**src/design/bpra_pkg.sv**
```systemverilog
// Shared types, codes and helper functions of the bitmap page range allocator.
package bpra_pkg;

   typedef struct packed {
      logic        command;
      logic [14:0] page_number;
      logic [15:0] count;
   } req_type;

   typedef struct packed {
      logic [1:0]  status;
      logic [14:0] start_page;
   } rsp_type;

   localparam logic CMD_ALLOC = 1'b0;
   localparam logic CMD_FREE  = 1'b1;

   localparam logic [1:0] STATUS_DONE     = 2'd0;
   localparam logic [1:0] STATUS_NO_SPACE = 2'd1;
   localparam logic [1:0] STATUS_IGNORED  = 2'd2;

   localparam logic [5:0] WORD_BITS = 6'd32;

   // One bitmap word with the bit where the segment search starts.
   typedef struct packed {
      logic [31:0] used_word;
      logic [4:0]  bit_pos;
   } scan_req_type;

   // First free bit at or above bit_pos, then the first used bit above that one
   // (WORD_BITS when the free segment reaches the top of the word).
   typedef struct packed {
      logic       any_free;
      logic [4:0] first_free;
      logic [5:0] first_used;
   } scan_rsp_type;

   // Mask with the bits below n set; n of 32 or more gives all ones.
   function automatic logic [31:0] low_ones(input logic [5:0] n);
      logic [31:0] mask;
      if (n[5]) begin
         mask = '1;
      end else begin
         mask = (32'd1 << n[4:0]) - 32'd1;
      end
      return mask;
   endfunction

endpackage

```
**src/design/bpra_scan_step.sv**
```systemverilog
// Segment finder: locates the next free run of pages inside one bitmap word.
module bpra_scan_step (
   input  bpra_pkg::scan_req_type step_in,
   output bpra_pkg::scan_rsp_type step_out
);

   function automatic logic [5:0] lowest_set(input logic [31:0] v);
      logic [5:0] idx;
      idx = bpra_pkg::WORD_BITS;
      for (int i = 31; i >= 0; i--) begin
         if (v[i]) begin
            idx = 6'(i);
         end
      end
      return idx;
   endfunction

   logic [31:0] avail;
   logic [31:0] used_above;
   logic [5:0]  free_idx;

   always_comb begin
      avail      = ~step_in.used_word & ~bpra_pkg::low_ones({1'b0, step_in.bit_pos});
      free_idx   = lowest_set(avail);
      used_above = step_in.used_word & ~bpra_pkg::low_ones(free_idx);
      step_out.any_free   = |avail;
      step_out.first_free = free_idx[4:0];
      step_out.first_used = lowest_set(used_above);
   end

endmodule

```
**config.mk**
```make
export PLATFORM = sky130hd
export DESIGN_NAME = bpra_scan_step
export DESIGN_NICKNAME = d
export VERILOG_FILES = /design/src/design/bpra_pkg.sv /design/src/design/bpra_scan_step.sv
export SDC_FILE = /design/constraint.sdc
export NUM_CORES = 1
export LEC_CHECK = 0
export BUFFER_PORTS_ARGS = -buffer_cell sky130_fd_sc_hd__clkbuf_2
export CAP_MARGIN = 10
export CELL_PAD_IN_SITES_DETAIL_PLACEMENT = 0
export CELL_PAD_IN_SITES_GLOBAL_PLACEMENT = 2
export CORE_UTILIZATION = 32
export DETAILED_ROUTE_END_ITERATION = 10
export PLACE_DENSITY_LB_ADDON = 0.1
export REMOVE_ABC_BUFFERS = 1
export SETUP_SLACK_MARGIN = 0.05
export SLEW_MARGIN = 10
export SYNTH_ARGS = -nofsm -noshare
export SYNTH_HDL_FRONTEND = slang
export SYNTH_SLANG_ARGS = --single-unit
```
**constraint.sdc**
```tcl
create_clock -name vclk -period 8.52
set_input_delay 1.278 -clock vclk [all_inputs]
set_output_delay 1.278 -clock vclk [all_outputs]
set_load 0.02 [all_outputs]
```
==> flow_metrics.env <==
export IMPL_outcome="finished clean"
export IMPL_finalNetCount=489
export IMPL_start_util_pct=33.5
export IMPL_ys_warnings_count=0
export IMPL_num_vias=3569
export IMPL_period_minus_slack_ns=7.74
export IMPL_worst_path_max_fanout=14
export IMPL_fmax_ghz=0.129
export IMPL_final_core_util_pct=37.7
export IMPL_max_slew_worst_pin_slew_ns=0.745
export IMPL_num_rows=32
export IMPL_finalSetupViolCount=0
export IMPL_p_int_mw=0.108
export IMPL_final_area_mm2=0.00296
export IMPL_grt_total_usage_pct=27.1
export IMPL_fp_dieW_um=92.6
export IMPL_fin_tns_setup_ns=0
export IMPL_drt_wirelength_per_cell_um=21.0
export IMPL_hold_end="step_out[5]"
export IMPL_required_ns=7.24
export IMPL_met2_usage_pct=41.9
export IMPL_cts_hold_buffers_added=0
export IMPL_portBuffers=49
export IMPL_start_kind="primary input"
export IMPL_ir_drop_v=0.0000362
export IMPL_switching_share_pct=63.9
export IMPL_grt_pass1_wl_um=18600
export IMPL_routed_wl_um=11500
export IMPL_first_global_vias=3408
export IMPL_use_met3_pct=3.53
export IMPL_met1_usage_pct=39.2
export IMPL_rsz0062_at_grt="false"
export IMPL_design_seq_count=0
export IMPL_ant_nets=0
export IMPL_hold_path_cell_count=5
export IMPL_viasPerCell=6.49
export IMPL_regArea_um2=0
export IMPL_yosys_cell_count_top_type="nand2_1"
export IMPL_fp_dieH_um=92.6
export IMPL_maxCapViolations=0
export IMPL_dp_cells=550
export IMPL_nClkBuffers=0
export IMPL_io_pins=49
export IMPL_gp_congestion=0.939
export IMPL_combinationalPowerShare_pct=100.0
export IMPL_antenna_found_initial=0
export IMPL_report_power_total_mw=0.298
export IMPL_setup_slack_ns=0.781
export IMPL_hold_path_class="primary input to primary output"
export IMPL_power_density_mw_per_mm2=101
export IMPL_ys_top_cells_by_area="a21oi_1, nand2_1, o21ai_0"
export IMPL_seq_power_share_pct=0
export IMPL_netlist_area_mm2=0.00263
export IMPL_drive_above_1_share_pct=22.1
export IMPL_overflow=0
export IMPL_die_area_mm2=0.00858
export IMPL_place_ws_ns=0.373
export IMPL_hpwl_um=9110
export IMPL_synth_area_leader_cell="a21oi_1"
export IMPL_first_pass_iters=5
export IMPL_yosysSeqAreaShare_pct=0
export IMPL_antenna_cells=0
export IMPL_timing_final_crit_share_pct=90.8
export IMPL_clock_power_share_pct=0
export IMPL_p_switching_mw=0.190
export IMPL_area_delta_synth_final_pct=12.6
export IMPL_grt_busiest_layer="met2"
export IMPL_hold_ws_ns=3.19
export IMPL_max_slew_margin_pct=49.8
export IMPL_ys_types=84
export IMPL_synth_avg_cell_area_um2=6.40
export IMPL_crit_path_end_kind="primary output"
export IMPL_yosys_top_cells_count="nand2_1, a21oi_1, nor2_1, o21ai_0, nand3_1"
export IMPL_drt_iter0_drc=238
export IMPL_yosysTopAreaCellShare_pct=6.28
export IMPL_hold_viol=0
export IMPL_grt_max_degree=43
export IMPL_layout_cells_non_filler=550
export IMPL_post_cts_buffers=0
export IMPL_slew_violations=0
export IMPL_worstPathArrival_ns=6.46
export IMPL_core_mm2=0.00785
export IMPL_leakagePower_nw=1.19
export IMPL_worstSetupPathType="primary input to primary output"
export IMPL_hp_start="step_in[19]"
export IMPL_synthCells=411
export IMPL_drc=0
export IMPL_place_area_mm2=0.00295
-- area by class of cell --
class,instances,area (µm²)
Fill cell,909,4890
Timing Repair Buffer,64,358
Multi-Input combinational cell,364,2400
Tap cell,102,128
Inverter,20,75.1
-- repair_timing --
action,CTS,global route
endpoints found under the hold margin,0,0
resized for setup,0,4
setup endpoints to repair,0,5
-- kinds of logic (layout without fill, tap and decap cells) --
kind of cell / Yosys count / count (layout) / share of synthesized area (%)
simple gates: 174 / 174 / 36.6
fa+ha+maj: 2 / 2 / 0.952
xor+xnor: 4 / 4 / 1.33
buf+inv: 47 / 84 / 9.14
mux: 3 / 3 / 1.19
compound gates: 181 / 181 / 50.8
-- critical path: stages --
cell and delay (ns):
clkbuf_2 0.09, nor3_2 0.38, nand3b_1 0.13, ha_1 0.39, buf_4 0.26, nor4b_1 0.29, buf_4 0.18, a31oi_1 0.11
a21o_1 0.24, a211oi_1 0.29, o211ai_1 0.16, and2_0 0.17, buf_4 0.18, nand4_1 0.08, ha_1 0.16, nand2_1 0.08
a31o_2 0.26, a31o_2 0.29, o41a_1 0.46, a2111oi_1 0.39, o311ai_0 0.22, o211ai_1 0.16, clkbuf_2 0.19
-- layout by cell type (no fill, tap or decap), types with 4 or more instances in the layout --
master,count
nor2b_1,5
nand2b_1,4
a211oi_1,11
o31ai_1,8
o21ai_0,25
a211o_1,4
a31o_2,5
o21a_1,9
a21oi_1,33
nand2_1,34
nand3b_1,4
xnor2_1,4
buf_4,15
or3_1,4
nor2_1,31
inv_1,16
o211a_1,4
and3_1,9
nor4_1,5
and2_1,5
a31oi_1,11
or2_2,5
nand3_1,23
a21boi_0,7
nand4_1,4
o211ai_1,6
clkbuf_2,49
a21o_1,8
nor3_1,14
-- layer usage --
metal	vias to the layer above	part of all wire, %
li1	1698	-
met1	1664	47
met2	184	42
met3	23	7.5
met4	0	3.3
met5	-	0
-- power by group through the flow --
stage,Combinational (mW),Clock [mW],Sequential (mW)
6_report,0.298,0,0
2_1_floorplan,0.188,0,0
3_5_place_dp,0.289,0,0
4_1_cts,0.290,0,0
3_3_place_gp,0.293,0,0
5_1_grt,0.324,0,0
-- worst max path at each step --
stage                  endpoint       start  slack (ns)
floorplan           step_out[2]  step_in[2]        1.37
global route        step_out[2]  step_in[2]        0.10
global placement    step_out[2]  step_in[2]        0.61
finish              step_out[2]  step_in[2]        0.78
detailed placement  step_out[2]  step_in[2]        0.37
CTS                 step_out[2]  step_in[2]        0.38
No activity file was read; power rests on OpenSTA's default activity.
